`src/sv/pcfd_pkg.sv`:
```
package pcfd_pkg;

   localparam int MAX_PAYLOAD_DEFAULT = 32;
   localparam int CSR_ADDR_W          = 4;
   localparam int CSR_DATA_W          = 32;

   localparam logic [7:0]  FIRST_SYNC_RESET  = 8'hAA;
   localparam logic [7:0]  SECOND_SYNC_RESET = 8'h55;
   localparam logic [15:0] CRC_SEED_RESET    = 16'hFFFF;
   localparam logic [15:0] CRC_POLY          = 16'h1021;
   localparam int          CRC_STEPS         = 8;

   typedef enum logic [1:0] {
      REG_FIRST_SYNC  = 2'd0,
      REG_SECOND_SYNC = 2'd1,
      REG_CRC_SEED    = 2'd2
   } reg_index_type;

   typedef enum logic [2:0] {
      S_SYNC1,
      S_SYNC2,
      S_LENGTH,
      S_BODY,
      S_CRC,
      S_FETCH,
      S_EMIT
   } state_type;

   typedef struct packed {
      logic [7:0]  first_sync;
      logic [7:0]  second_sync;
      logic [15:0] crc_seed;
   } cfg_type;

   typedef struct packed {
      logic       start;
      logic       from_seed;
      logic [7:0] data;
   } crc_ctl_type;

endpackage

```
`src/sv/pcfd_req_if.sv`:
```
interface pcfd_req_if;
   logic       valid;
   logic       ready;
   logic [7:0] rx_byte;

   modport source (output valid, output rx_byte, input ready);
   modport sink   (input valid, input rx_byte, output ready);
endinterface

```
`src/sv/pcfd_rsp_if.sv`:
```
interface pcfd_rsp_if;
   logic       valid;
   logic       ready;
   logic [7:0] payload_byte;
   logic [5:0] payload_count;
   logic       last_byte;

   modport source (output valid, output payload_byte, output payload_count,
                   output last_byte, input ready);
   modport sink   (input valid, input payload_byte, input payload_count,
                   input last_byte, output ready);
endinterface

```
`src/sv/preamble_crc_frame_stream_decoder.sv`:
```
// Sync, CRC and rejected length bytes are taken as they come; after an accepted length
// byte or a payload byte, S_CRC takes no request while the CRC unit folds it in, one bit per
// cycle (8 steps). After a good CRC, S_FETCH reads the store and S_EMIT sends the payload,
// a byte per cycle while ready is high; no request is taken until the last byte leaves.
// Reset (synchronous) restarts the preamble hunt and sets the sync bytes to 0xAA, 0x55
// and the CRC seed to 0xFFFF; the payload store is not cleared.
module preamble_crc_frame_stream_decoder
   import pcfd_pkg::*;
#(
   parameter int MAX_PAYLOAD = MAX_PAYLOAD_DEFAULT
)
(
   input  logic                  clock,
   input  logic                  reset,
   pcfd_req_if.sink              req_chan,
   pcfd_rsp_if.source            rsp_chan,
   input  logic                  psel,
   input  logic                  penable,
   input  logic                  pwrite,
   input  logic [CSR_ADDR_W-1:0] paddr,
   input  logic [CSR_DATA_W-1:0] pwdata,
   output logic [CSR_DATA_W-1:0] prdata,
   output logic                  pready
);

   localparam int ADDR_W = (MAX_PAYLOAD > 1) ? $clog2(MAX_PAYLOAD) : 1;
   localparam int LEN_W  = $clog2(MAX_PAYLOAD + 1);
   localparam int POS_W  = $clog2(MAX_PAYLOAD + 2);

   cfg_type          cfg;
   crc_ctl_type      crc_ctl;
   logic [15:0]      crc_value;
   logic             crc_busy;

   state_type        state_ff, state_in;
   logic [POS_W-1:0] pos_ff, pos_in;
   logic [LEN_W-1:0] len_ff, len_in;
   logic [7:0]       crc_hi_ff, crc_hi_in;

   logic             store_we;
   logic             store_re;
   logic [POS_W-1:0] rd_pos;
   logic [POS_W-1:0] len_ext;
   logic [POS_W-1:0] len_m1;
   logic [7:0]       rd_data;
   logic             accept;
   logic [7:0]       b;

   pcfd_csr u_csr (
      .clock   (clock),
      .reset   (reset),
      .psel    (psel),
      .penable (penable),
      .pwrite  (pwrite),
      .paddr   (paddr),
      .pwdata  (pwdata),
      .prdata  (prdata),
      .pready  (pready),
      .cfg     (cfg)
   );

   pcfd_crc_unit u_crc (
      .clock (clock),
      .reset (reset),
      .ctl   (crc_ctl),
      .seed  (cfg.crc_seed),
      .crc   (crc_value),
      .busy  (crc_busy)
   );

   pcfd_store #(
      .DEPTH  (MAX_PAYLOAD),
      .ADDR_W (ADDR_W)
   ) u_store (
      .clock   (clock),
      .wr_en   (store_we),
      .wr_addr (pos_ff[ADDR_W-1:0]),
      .wr_data (b),
      .rd_en   (store_re),
      .rd_addr (rd_pos[ADDR_W-1:0]),
      .rd_data (rd_data)
   );

   assign b       = req_chan.rx_byte;
   assign accept  = req_chan.valid && req_chan.ready;
   assign len_ext = POS_W'(len_ff);
   assign len_m1  = POS_W'(len_ext - 1'b1);
   assign rd_pos  = (state_ff == S_EMIT) ? POS_W'(pos_ff + 1'b1) : pos_ff;

   assign rsp_chan.payload_byte  = rd_data;
   assign rsp_chan.payload_count = 6'(len_ff);
   assign rsp_chan.last_byte     = (pos_ff == len_m1);

   always_comb begin
      state_in          = state_ff;
      pos_in            = pos_ff;
      len_in            = len_ff;
      crc_hi_in         = crc_hi_ff;
      req_chan.ready    = 1'b0;
      rsp_chan.valid    = 1'b0;
      crc_ctl.start     = 1'b0;
      crc_ctl.from_seed = 1'b0;
      crc_ctl.data      = b;
      store_we          = 1'b0;
      store_re          = 1'b0;
      case (state_ff)
         S_SYNC1: begin
            req_chan.ready = 1'b1;
            if (accept && b == cfg.first_sync) begin
               state_in = S_SYNC2;
            end
         end
         S_SYNC2: begin
            req_chan.ready = 1'b1;
            if (accept) begin
               if (b == cfg.second_sync) begin
                  state_in = S_LENGTH;
               end else if (b != cfg.first_sync) begin
                  state_in = S_SYNC1;
               end
            end
         end
         S_LENGTH: begin
            req_chan.ready = 1'b1;
            if (accept) begin
               if (b == 8'd0 || 32'(b) > 32'(MAX_PAYLOAD)) begin
                  state_in = S_SYNC1;
               end else begin
                  len_in            = LEN_W'(b);
                  pos_in            = '0;
                  crc_ctl.start     = 1'b1;
                  crc_ctl.from_seed = 1'b1;
                  state_in          = S_CRC;
               end
            end
         end
         S_BODY: begin
            req_chan.ready = 1'b1;
            if (accept) begin
               if (pos_ff < len_ext) begin
                  store_we      = 1'b1;
                  crc_ctl.start = 1'b1;
                  pos_in        = POS_W'(pos_ff + 1'b1);
                  state_in      = S_CRC;
               end else if (pos_ff == len_ext) begin
                  crc_hi_in = b;
                  pos_in    = POS_W'(pos_ff + 1'b1);
               end else if ({crc_hi_ff, b} == crc_value) begin
                  pos_in   = '0;
                  state_in = S_FETCH;
               end else begin
                  state_in = S_SYNC1;
               end
            end
         end
         S_CRC: begin
            if (!crc_busy) begin
               state_in = S_BODY;
            end
         end
         S_FETCH: begin
            store_re = 1'b1;
            state_in = S_EMIT;
         end
         S_EMIT: begin
            rsp_chan.valid = 1'b1;
            if (rsp_chan.ready) begin
               if (pos_ff == len_m1) begin
                  state_in = S_SYNC1;
               end else begin
                  // fetch the next byte while this one leaves
                  store_re = 1'b1;
                  pos_in   = POS_W'(pos_ff + 1'b1);
               end
            end
         end
         default: begin
            state_in = S_SYNC1;
         end
      endcase
   end

   always_ff @(posedge clock) begin
      if (reset) begin
         state_ff  <= S_SYNC1;
         pos_ff    <= '0;
         len_ff    <= '0;
         crc_hi_ff <= '0;
      end else begin
         state_ff  <= state_in;
         pos_ff    <= pos_in;
         len_ff    <= len_in;
         crc_hi_ff <= crc_hi_in;
      end
   end

   a_no_overlap: assert property (@(posedge clock) disable iff (reset)
      !(req_chan.ready && rsp_chan.valid))
      else $error("request taken while a result is pending");

   a_crc_blocks: assert property (@(posedge clock) disable iff (reset)
      crc_busy |-> !req_chan.ready)
      else $error("request taken while the CRC unit is busy");

   a_last_ends: assert property (@(posedge clock) disable iff (reset)
      rsp_chan.valid && rsp_chan.ready && rsp_chan.last_byte |=> !rsp_chan.valid)
      else $error("result after the last payload byte");

   a_write_in_frame: assert property (@(posedge clock) disable iff (reset)
      store_we |-> (pos_ff < len_ext) && (len_ff != '0))
      else $error("store written outside the payload");

endmodule

```
`src/sv/pcfd_csr.sv`:
```
module pcfd_csr
   import pcfd_pkg::*;
(
   input  logic                  clock,
   input  logic                  reset,
   input  logic                  psel,
   input  logic                  penable,
   input  logic                  pwrite,
   input  logic [CSR_ADDR_W-1:0] paddr,
   input  logic [CSR_DATA_W-1:0] pwdata,
   output logic [CSR_DATA_W-1:0] prdata,
   output logic                  pready,
   output cfg_type               cfg
);

   cfg_type       cfg_ff;
   cfg_type       cfg_in;
   reg_index_type reg_sel;
   logic          wr_en;

   assign reg_sel = reg_index_type'(paddr[3:2]);
   assign wr_en   = psel && penable && pwrite;
   assign pready  = 1'b1;
   assign cfg     = cfg_ff;

   always_comb begin
      cfg_in = cfg_ff;
      if (wr_en) begin
         case (reg_sel)
            REG_FIRST_SYNC:  cfg_in.first_sync  = pwdata[7:0];
            REG_SECOND_SYNC: cfg_in.second_sync = pwdata[7:0];
            REG_CRC_SEED:    cfg_in.crc_seed    = pwdata[15:0];
            default:         cfg_in = cfg_ff;
         endcase
      end
   end

   always_comb begin
      case (reg_sel)
         REG_FIRST_SYNC:  prdata = CSR_DATA_W'(cfg_ff.first_sync);
         REG_SECOND_SYNC: prdata = CSR_DATA_W'(cfg_ff.second_sync);
         REG_CRC_SEED:    prdata = CSR_DATA_W'(cfg_ff.crc_seed);
         default:         prdata = '0;
      endcase
   end

   always_ff @(posedge clock) begin
      if (reset) begin
         cfg_ff.first_sync  <= FIRST_SYNC_RESET;
         cfg_ff.second_sync <= SECOND_SYNC_RESET;
         cfg_ff.crc_seed    <= CRC_SEED_RESET;
      end else begin
         cfg_ff <= cfg_in;
      end
   end

endmodule

```
`src/sv/pcfd_crc_unit.sv`:
```
module pcfd_crc_unit
   import pcfd_pkg::*;
(
   input  logic        clock,
   input  logic        reset,
   input  crc_ctl_type ctl,
   input  logic [15:0] seed,
   output logic [15:0] crc,
   output logic        busy
);

   localparam int CNT_W = $clog2(CRC_STEPS);

   logic [15:0]      crc_ff, crc_in;
   logic [CNT_W-1:0] cnt_ff, cnt_in;
   logic             busy_ff, busy_in;
   logic [15:0]      base;
   logic [15:0]      shifted;

   assign base    = ctl.from_seed ? seed : crc_ff;
   assign shifted = crc_ff[15] ? ({crc_ff[14:0], 1'b0} ^ CRC_POLY) : {crc_ff[14:0], 1'b0};
   assign crc     = crc_ff;
   assign busy    = busy_ff;

   // one polynomial step per cycle, MSB first
   always_comb begin
      crc_in  = crc_ff;
      cnt_in  = cnt_ff;
      busy_in = busy_ff;
      if (busy_ff) begin
         crc_in = shifted;
         cnt_in = cnt_ff + 1'b1;
         if (cnt_ff == CNT_W'(CRC_STEPS - 1)) begin
            busy_in = 1'b0;
         end
      end else if (ctl.start) begin
         crc_in  = base ^ {ctl.data, 8'h00};
         cnt_in  = '0;
         busy_in = 1'b1;
      end
   end

   always_ff @(posedge clock) begin
      if (reset) begin
         cnt_ff  <= '0;
         busy_ff <= 1'b0;
      end else begin
         cnt_ff  <= cnt_in;
         busy_ff <= busy_in;
      end
      crc_ff <= crc_in;
   end

endmodule

```
`src/sv/pcfd_store.sv`:
```
module pcfd_store
   import pcfd_pkg::*;
#(
   parameter int DEPTH  = MAX_PAYLOAD_DEFAULT,
   parameter int ADDR_W = (DEPTH > 1) ? $clog2(DEPTH) : 1
)
(
   input  logic              clock,
   input  logic              wr_en,
   input  logic [ADDR_W-1:0] wr_addr,
   input  logic [7:0]        wr_data,
   input  logic              rd_en,
   input  logic [ADDR_W-1:0] rd_addr,
   output logic [7:0]        rd_data
);

   logic [7:0] mem_ff [DEPTH];
   logic [7:0] rd_data_ff;

   assign rd_data = rd_data_ff;

   always_ff @(posedge clock) begin
      if (wr_en) begin
         mem_ff[wr_addr] <= wr_data;
      end
      if (rd_en) begin
         rd_data_ff <= mem_ff[rd_addr];
      end
   end

endmodule
```
`src/flat_wrapper.sv`:
```
// flat-port wrapper written by rule: the top's interface ports become plain ports
module preamble_crc_frame_stream_decoder_flat import pcfd_pkg::*;
#(
   parameter int MAX_PAYLOAD = MAX_PAYLOAD_DEFAULT
)
  (clock, reset, psel, penable, pwrite, paddr, pwdata, prdata, pready, req_chan_valid, req_chan_rx_byte, req_chan_ready, rsp_chan_valid, rsp_chan_payload_byte, rsp_chan_payload_count, rsp_chan_last_byte, rsp_chan_ready);
  pcfd_req_if req_chan_i ();
  pcfd_rsp_if rsp_chan_i ();
  input  logic clock;
  input  logic reset;
  input  logic psel;
  input  logic penable;
  input  logic pwrite;
  input  logic [CSR_ADDR_W-1:0] paddr;
  input  logic [CSR_DATA_W-1:0] pwdata;
  output logic [CSR_DATA_W-1:0] prdata;
  output logic pready;
  input wire logic [$bits(req_chan_i.valid)-1:0] req_chan_valid;
  input wire logic [$bits(req_chan_i.rx_byte)-1:0] req_chan_rx_byte;
  output wire logic [$bits(req_chan_i.ready)-1:0] req_chan_ready;
  output wire logic [$bits(rsp_chan_i.valid)-1:0] rsp_chan_valid;
  output wire logic [$bits(rsp_chan_i.payload_byte)-1:0] rsp_chan_payload_byte;
  output wire logic [$bits(rsp_chan_i.payload_count)-1:0] rsp_chan_payload_count;
  output wire logic [$bits(rsp_chan_i.last_byte)-1:0] rsp_chan_last_byte;
  input wire logic [$bits(rsp_chan_i.ready)-1:0] rsp_chan_ready;
  assign req_chan_i.valid = req_chan_valid;
  assign req_chan_i.rx_byte = req_chan_rx_byte;
  assign req_chan_ready = req_chan_i.ready;
  assign rsp_chan_valid = rsp_chan_i.valid;
  assign rsp_chan_payload_byte = rsp_chan_i.payload_byte;
  assign rsp_chan_payload_count = rsp_chan_i.payload_count;
  assign rsp_chan_last_byte = rsp_chan_i.last_byte;
  assign rsp_chan_i.ready = rsp_chan_ready;
  preamble_crc_frame_stream_decoder #(.MAX_PAYLOAD(MAX_PAYLOAD)) u_core (.clock(clock), .reset(reset), .req_chan(req_chan_i), .rsp_chan(rsp_chan_i), .psel(psel), .penable(penable), .pwrite(pwrite), .paddr(paddr), .pwdata(pwdata), .prdata(prdata), .pready(pready));
endmodule
```
`config.mk`:
```
export PLATFORM = sky130hd
export DESIGN_NAME = preamble_crc_frame_stream_decoder_flat
export DESIGN_NICKNAME = d
export VERILOG_FILES = /design/src/sv/pcfd_pkg.sv /design/src/sv/pcfd_req_if.sv /design/src/sv/pcfd_rsp_if.sv /design/src/sv/preamble_crc_frame_stream_decoder.sv /design/src/sv/pcfd_csr.sv /design/src/sv/pcfd_crc_unit.sv /design/src/sv/pcfd_store.sv /design/src/flat_wrapper.sv
export SDC_FILE = /design/constraint.sdc
export NUM_CORES = 1
export LEC_CHECK = 0
export ABC_AREA = 1
export BUFFER_PORTS_ARGS = -buffer_cell sky130_fd_sc_hd__buf_2
export CAP_MARGIN = 20
export CORE_MARGIN = 1
export CORE_UTILIZATION = 30
export DETAILED_ROUTE_END_ITERATION = 7
export PLACE_DENSITY = 0.54
export SYNTH_ARGS = -nofsm -noshare
export SYNTH_HDL_FRONTEND = slang
export SYNTH_SLANG_ARGS = --single-unit
export TNS_END_PERCENT = 30
```
`constraint.sdc`:
```
create_clock -name clock -period 2.5 [get_ports clock]
set_clock_uncertainty 0.05 [all_clocks]
set_input_delay 0.625 -clock clock [delete_from_list [all_inputs] [get_ports clock]]
set_output_delay 0.625 -clock clock [all_outputs]
set_load 0.005 [all_outputs]
```
==> impl_results.md <==
- Worst-case register-to-register setup slack: 0.08 ns
- Compound-Gate Fraction of Synth Area: 0.0457
- Share of synthesized cell area in full adder, half adder and majority cells: 0.0114
- Classification of the worst setup path: reg2out
- HPWL after detailed placement: 27400 µm
- Routed wire per std cell: 17.1 µm
- Predominant post-synthesis flop cell: edfxtp_1
- Data required time at the worst endpoint: 1.82 ns
- Root buffer selected by CTS: clkbuf_16
- Flop and latch count out of synthesis: 339
- Worst-path clk slew: 0.06 ns
- CP arrival: 1.92 ns
- Worst skew pair latency: 0.53 ns
- Slowest stage delay, CP: 0.36 ns
- DIE AREA: 52000 µm²
- Post-route worst setup slack: -0.0937 ns
- Min Clock Period, post-route: 2.59 ns
- Count of cell types in the netlist: 31
- Area growth from synthesis to layout: 18.3%
- Areal power density over the cells: 841 nW/µm²
- Critical path capture point type: output pin
- Chip height: 228 µm
- Number of placed cells counting well taps: 2357
- Post-synthesis async set-or-reset flop share: 0
- Family with the most delay on the worst path: simple AND/OR/NAND/NOR gates
- PnR Total Power: 15.3 mW
- Area of the mapped netlist: 15300 µm²
- Simple-gate area share of the yosys netlist: 0.249
- Unrepaired setup endpoints after global routing: true
- Final hold violations: 0
- Xor and xnor area share after synthesis: 0.00857
- Remaining global-route overflow: 0
- Total number of placement rows: 82
- Global placer's final weighted congestion: 0.849
- Dominant cell type by area after synthesis: edfxtp_1
- Cell area reported after detailed placement: 16900 µm²
- Portion of synthesized cell area occupied by the leading cell type: 0.548
- Avg Inst Size Synth: 9.60 µm²
- Largest fanout on the critical path: 3
- Outcome: complete, but fails checks
- Top cells by count, synth: nand2_1 (510), nand3_1 (284), edfxtp_1 (280)
- Net count, final: 1788
- Ratio of routed vias to standard cells: 4.70
- Critical path cell sequence: inv_4 > ha_4 > nand2_1 > nand2_1 > nor2_1 > nand3_1 > nor2_1 > nand3_2 > inv_2 > buf_6
- Cell Count, Final, Fillers Out: 2423
- Largest net degree at the start of global routing: 68
- Max-slew violation count: 0
- Element type at the critical path start: flop
- Sink count of the clock tree: 339
- Seq/Total Area, Yosys: 0.625
- Violations in the final reports: negative setup slack
- Combinational family with the most area after synthesis: simple AND/OR/NAND/NOR gates
- Synth Warn #: 0
- Min-delay worst type: in2reg
- Clock tree from TritonCTS: done
- Cell type of the slowest stage on the worst timing path: dfxtp_2
- Synth area leaders: edfxtp_1 (55%), nand2_1 (12%), nand3_1 (9.3%)
- Final Cycle Share: 1.04
- Drt drc: 0
- Post-synthesis instance total: 1597
- Number of violations of the max-capacitance limit: 0
- DR vias: 11400
- Pin slew with the least headroom to its limit: 0.664 ns
- Final standard cell utilization of the core: 0.361
- Setup Viol. Count Final: 1
- Port bufs: 65
- Number of synthesized flops with an enable pin: 280
- Number of ports placed on the die boundary: 101
- Post-Layout Inst Area: 18100 µm²
- Timing-limited maximum frequency: 0.386 GHz
- Wire length reported by the detailed router: 41400 µm
- Router iterations before antenna repair: 7
- Maximum count of clock buffers along a single path: 3
- Count of buffers added by post-CTS timing repair for setup: 0
- DRT antenna net count: 0
- Total number of H-tree levels: 2
- Most repeated cell in the gate-level netlist after synthesis: nand2_1
- Horiz. Die Dim: 228 µm
- Placeable core region: 50300 µm²
- All-Layer GR Usage: 0.157
- Number of antenna violations at the first check in global routing: 6
- Number of global-route vias before repair: 10700
- Relative max-transition margin: 0.557
- Fraction of layout instances using a drive strength above 1: 0.140
- Static Leakage: 7.20 nW
- Global-route wire length before repair: 63400 µm
- Largest voltage drop on the vdd net: 451 µV
- Worst Path Buf+Inv: 3
- Number of buffers created by CTS: 36
- Summed negative setup slack over all endpoints: -0.0937 ns
- Initial Utilization: 0.305
- Initial DRC count: 858
- Multiplexer share of the synthesized area: 0
## stage by stage
stage               hold slack [ns]  setup WS, ns
floorplan                     0.383         0.137
global placement              0.397        0.0992
detailed placement            0.401        0.0744
CTS                           0.242        -0.128
global route                  0.262        -0.213
finish                        0.263       -0.0937
## worst register-to-register path: stages (launching register included)
cell	delay, ns
dfxtp_1	0.47
ha_1	0.27
xor2_1	0.21
nand2_1	0.09
o21ai_2	0.11
inv_2	0.31
nand3_1	0.23
nand3_1	0.20
nand3_1	0.18
nand2_1	0.06
## routing by layer
metal  vias to the layer above  wire [µm]  track usage
met4                         4        938       0.0447
met1                      5368      18800        0.213
met2                       288      19000        0.257
met3                        65       2610       0.0291
met5                         -         19            0
li1                       5654          -            -
## logic make-up after synthesis
kind of cell             Yosys count
AO/OA/AOI/OAI                    116
XOR/XNOR                          15
adder cells (fa/ha/maj)           14
buffers and inverters            197
flip-flops                       339
other                              2
AND/OR/NAND/NOR                  914
## area by class of cell
cell class	instances	area, µm²
repair buffers	165	1210
clock inverters	19	206
multi-input cells	1076	4940
fillers	5099	32100
clock buffers	45	935
inverters	105	408
diodes	2	5.00
flip-flops and latches	339	9600
well taps	672	841
## placed cells by master (no fill, tap or decap), drive strengths merged
cell      Yosys  final
conb          2     17
bufinv        0      4
nor3          2      2
o211ai       25     25
clkinv        3     16
xnor2         6      6
buf          53    165
diode         0      2
ha           14     14
o221ai        6      6
a21oi        30     30
nand4         5      5
dfxtp        59     59
inv         102    103
nand3       285    285
nand2       511    511
o21bai        1      1
clkbuf       39     45
edfxtp      280    280
or2           1      1
xor2          9      9
o21ai        50     50
nor2        110    110
o31ai         4      4
clkinvlp      0      1
## report_power, final
group	internal, mW	switching (mW)
sequential	6.26	0.0872
clock	3.08	2.20
combinational	1.16	2.48
total	10.5	4.77
## worst paths after layout
| check | from | end | cells past startpoint |
|---|---|---|---|
| worst min-delay path | pwdata[15] | u_core.u_csr.cfg[15] | 3 |
| worst max register to register | u_core.pos_ff[1] | u_core.u_store.rd_data[4] | 9 |
| worst max-delay path | u_core.rsp_chan.payload_count[1] | rsp_chan_last_byte | 10 |
| worst min register to register | u_core.crc_hi_ff[4] | u_core.crc_hi_ff[4] | 2 |
## timing repair
action / 4_1_cts / 5_1_grt
pin swaps: 3 / 0
hold endpoints to repair: 0 / 0
resized for setup: 14 / 7
setup endpoints to repair: 1 / 215
hold buffers: 0 / 0
## registers in the layout, summed over array words and instances, names as in the netlist
name                           cells
u_core.crc_hi_ff                   8
u_core.u_store.rd_data             8
u_core.u_crc.busy                  1
u_core.state_ff                    3
u_core.u_crc.cnt_ff                3
u_core.pos_ff                      6
u_core.u_store.mem_ff            256
u_core.rsp_chan.payload_count      6
u_core.u_csr.cfg                  32
u_core.u_crc.crc                  16
(Power assumes the default switching activity.)
